$ cat src/tsm_pkg.sv
// Shared types, command codes and status codes for the top-k score merge block.
package tsm_pkg;

    typedef logic [31:0] word_t;
    typedef logic [63:0] prod_t;
    typedef logic [55:0] score_t;

    typedef logic [1:0] cmd_t;
    typedef logic [1:0] status_t;

    localparam cmd_t CMD_LOAD  = 2'd0;
    localparam cmd_t CMD_SETUP = 2'd1;
    localparam cmd_t CMD_SCORE = 2'd2;
    localparam cmd_t CMD_BOUND = 2'd3;

    localparam status_t STATUS_OK    = 2'd0;
    localparam status_t STATUS_EMPTY = 2'd1;
    localparam status_t STATUS_SAT   = 2'd2;

    localparam int FREQ_W      = 24;
    localparam int NORM_W      = 8;
    localparam int NORM_LEVELS = 256;

endpackage

$ cat src/tsm_mult.sv
// Shared 32 by 32 unsigned multiplier with a registered product.
module tsm_mult
(
    input  logic           clk,
    input  tsm_pkg::word_t a,
    input  tsm_pkg::word_t b,
    output tsm_pkg::prod_t prod
);

    tsm_pkg::prod_t prod_reg;

    always_ff @(posedge clk)
    begin
        prod_reg <= tsm_pkg::prod_t'(a) * tsm_pkg::prod_t'(b);
    end

    assign prod = prod_reg;

endmodule

$ cat config.mk
export PLATFORM = sky130hd
export DESIGN_NAME = tsm_mult
export DESIGN_NICKNAME = d
export VERILOG_FILES = /design/src/tsm_pkg.sv /design/src/tsm_mult.sv
export SDC_FILE = /design/constraint.sdc
export NUM_CORES = 2
export LEC_CHECK = 0
export ABC_AREA = 1
export BUFFER_PORTS_ARGS = -buffer_cell sky130_fd_sc_hd__clkbuf_2
export CORE_MARGIN = 2
export CORE_UTILIZATION = 60
export CTS_BUF_LIST = sky130_fd_sc_hd__clkbuf_2
export DETAILED_ROUTE_END_ITERATION = 8
export PLACE_DENSITY = 0.91
export SYNTH_ARGS = -nofsm -noshare
export SYNTH_HDL_FRONTEND = slang
export SYNTH_SLANG_ARGS = --single-unit
$ cat constraint.sdc
create_clock -name clk -period 7.5 [get_ports clk]
set_input_delay 1.5 -clock clk [delete_from_list [all_inputs] [get_ports clk]]
set_output_delay 1.5 -clock clk [all_outputs]
set_load 0.005 [all_outputs]
; Yosys cells after proc, flatten, opt, wreduce, memory -nomap -nowiden
; Cells that the tools add are included.
; W data, S select, Z words.
[totals]
ff_bits = 64
inputBits = 65
out_inout_bits = 64
wordCells = 2
[op_classes]
multipliers = 1
[op_table]
columns = op, count
row1 = $mul A32 B32 Y64, 1

; Logic depth before layout (Yosys ltp)
[logic_depth]
ltp_word = 1
ltp_mapped = 30
mapped_depth_nobuf = 29

; Worst setup path after synthesis
; OpenSTA, ideal clock, no wires.
[synth_path]
kind = input -> register
from = in a[25]
to = reg prod_reg[60], in the netlist prod[60]
setup_ps = 112
arrival_time_ps = 7202
required_time_ps = 7388
path_slack_ps = 186
path_stages = 26
path_buffers = 1
path_cell_list = clkbuf_1 > nand2_1 > fa_1 > inv_1 > fa_1 > inv_1 > fa_1 > inv_1 > fa_1 > fa_1 > fa_1 > fa_1 > inv_1 > fa_1 > inv_1 > ha_1 > nand2_1 > nand2_1 > a21oi_1 > nand2_1 > nand2_1 > nand2_1 > a21oi_1 > nand2_1 > nand2_1 > nand2_1
[synth_between]
elab_chain_len = 1
[synth_lines]
columns = element, line
row1 = "start, declared", tsm_mult.sv:5  ; input tsm_pkg::word_t a,
row2 = $mul A32 B32 Y64, tsm_mult.sv:14  ; prod_reg <= tsm_pkg::prod_t'(a) * tsm_pkg::prod_t'(b);
row3 = "end signal, assigned", tsm_mult.sv:14
row4 = "end, declared", tsm_mult.sv:10  ; tsm_pkg::prod_t prod_reg;
; Every way passes these cells.

; Worst setup path in the final report
[layout_path]
from = in a[18]
to = reg prod_reg[51], in the netlist prod[51]
; The elaborated chain is that of the path after synthesis.

==> results.json <==
{
  "status": "complete, no violations",
  "ys_seq_elements": 64,
  "drt_first_pass_iters": 8,
  "hold_viol_final": 0,
  "drv_slew": 0,
  "cts_max_level": 3,
  "drive_gt1_frac": 0.104,
  "syn-instance-count": 5023,
  "finalWeightedCongestion": 1.00,
  "yosysWarnings": 0,
  "setup_violations": 0,
  "min_path_cells": 4,
  "min_to": "prod[0]",
  "cts-hold-fix-buffers": 0,
  "hold_path.class": "in2reg",
  "path_buf_inv": 8,
  "dp_hpwl_um": 95000,
  "timing.final.crit_period_ns": 7.44,
  "worst_pin_slew_ns": 0.559,
  "fin_area_um2": 41500,
  "clkTransAtPathRegs_ns": 0.24,
  "die_y_um": 254,
  "cp_max_fo": 12,
  "wl_per_cell_um": 17.7,
  "std_cell_rows": 91,
  "path_class": "in2reg",
  "num_io_pins": 129,
  "netlist_area_um2": 37400,
  "largest_reg_flops": 64,
  "wirelength_um": 108000,
  "antenna_found_initial": 1,
  "yosysSeqAreaShare": 0.0343,
  "slowest_delay_ns": 0.62,
  "crit_required_ns": 7.94,
  "ys_top_cells_by_area": "fa_1 48%, inv_1 17%, nand2_1 16%",
  "die_w_um": 254,
  "yosysTopAreaCell": "fa_1",
  "cp.arrival_ns": 7.87,
  "synth_nets": 6247,
  "relSlewSlack": 0.627,
  "wl_met2_um": 53100,
  "cts_inserted_buffers": 9,
  "area_growth_pct": 11.0,
  "vias_per_cell": 5.30,
  "place_area_um2": 41200,
  "cts_sinks": 64,
  "grt_max_degree": 28,
  "ys_types": 23,
  "nets": 6506,
  "vias": 32445,
  "top_layer_used": "met4",
  "fmax_ghz": 0.134,
  "finalCritPeriodShare": 0.992,
  "coreArea_um2": 61700,
  "critPathLaunchType": "input pin",
  "grt_pass1_wl_um": 175000,
  "min_from": "a[0]",
  "grt_pass1_vias": 35768,
  "cp_slowest_cell": "fa_1",
  "syn_area_per_cell_um2": 7.45,
  "cp_top_family": "adder cells",
  "met3_wirelength_um": 11500,
  "die-area_um2": 64300,
  "cts_tree": "yes",
  "yosys.area.top_type_share": 0.480,
  "critical_path.most_common_cell": "fa_1",
  "grtUsageTotal": 0.348,
  "start_util": 0.606,
  "crit_path_end_kind": "flop",
  "drv_cap": 0,
  "overflow": 0,
  "root_buffer": "clkbuf_2",
  "antenna_left": 0,
  "tns_ns": 0,
  "drc_errors": 0,
  "rsz0062_at_grt": "true",
  "drtIter0Drc": 3596,
  "drt-met1-wl_um": 36000,
  "numPortBuffers": 128,
  "clockBufferDepth": 2
}
[Yosys cell counts]
master	n
nor3_4	1
nor2_2	14
nand2_1	1566
inv_2	12
dfxtp_1	64
fa_1	896
inv_1	1723
xor2_1	33
nand3_2	9
o21ai_0	2
nand4_1	16
ha_1	263
clkbuf_1	192
nor3_1	11
a21oi_1	43
o21bai_1	11
nor2_4	6
nor2_1	81
o21bai_2	1
nor3_2	6
nand3_1	56
xnor2_1	2
nand2_2	15
[layout make-up]
cell class | instances | area, um^2
diodes | 2 | 5.00
repair buffers | 440 | 3500
multi-input cells | 3032 | 29100
inverters | 1735 | 6510
fillers | 4456 | 20200
clock inverters | 6 | 61.3
flip-flops and latches | 64 | 1280
clock buffers | 9 | 45.0
well taps | 837 | 1050
[routing by layer]
layer / global-route usage / up-vias
met1: 0.410 / 15501
met2: 0.599 / 2174
met5: 0 / -
li1: - / 14139
met3: 0.0597 / 631
met4: 0.204 / 0
[stage by stage]
step,instances,utilization,setup WS [ns],hold slack [ns]
after global placement,6105,0.667,-0.371,1.87
after CTS,6120,0.669,0.000193,1.47
after detailed placement,6105,0.667,-0.563,1.87
final,6125,0.673,0.0635,1.48
after global routing,6124,0.673,-0.0590,1.51
after floorplan,5023,-,0.186,1.60
[how the worst max path moves through the flow]
stage	start	endpoint	slack, ns	cells after the start
after floorplan	a[25]	prod[60]	0.19	26
after global placement	a[18]	prod[51]	-0.37	25
after detailed placement	a[18]	prod[51]	-0.56	25
after CTS	a[18]	prod[51]	0.0002	25
after global routing	b[8]	prod[51]	-0.06	26
final	a[18]	prod[51]	0.06	25
[repair_timing]
action	in CTS	in global routing
endpoints found under the hold margin	0	0
buffers inserted	0	3
endpoints found under the setup margin	0	42
gates resized for setup	0	78
[logic make-up after synthesis]
group | after synthesis | synth area share
AO/OA/AOI/OAI | 57 | 0.00853
buffers and inverters | 1927 | 0.193
AND/OR/NAND/NOR | 1781 | 0.188
flip-flops | 64 | 0.0343
adder cells (fa/ha/maj) | 1159 | 0.568
XOR/XNOR | 35 | 0.00820
[placed cells by master, fill, tap and decap left out, types with 37 or more instances in the layout]
master / n
buf_12: 37
clkbuf_2: 118
inv_1: 1723
nand2_1: 1564
fa_1: 892
nor2_1: 73
nand3_1: 55
dfxtp_1: 64
ha_1: 253
buf_4: 275
Power is left out: the tool's default activity adds up to more than one toggle a clock period on the data nets, which glitch-free logic cannot reach.
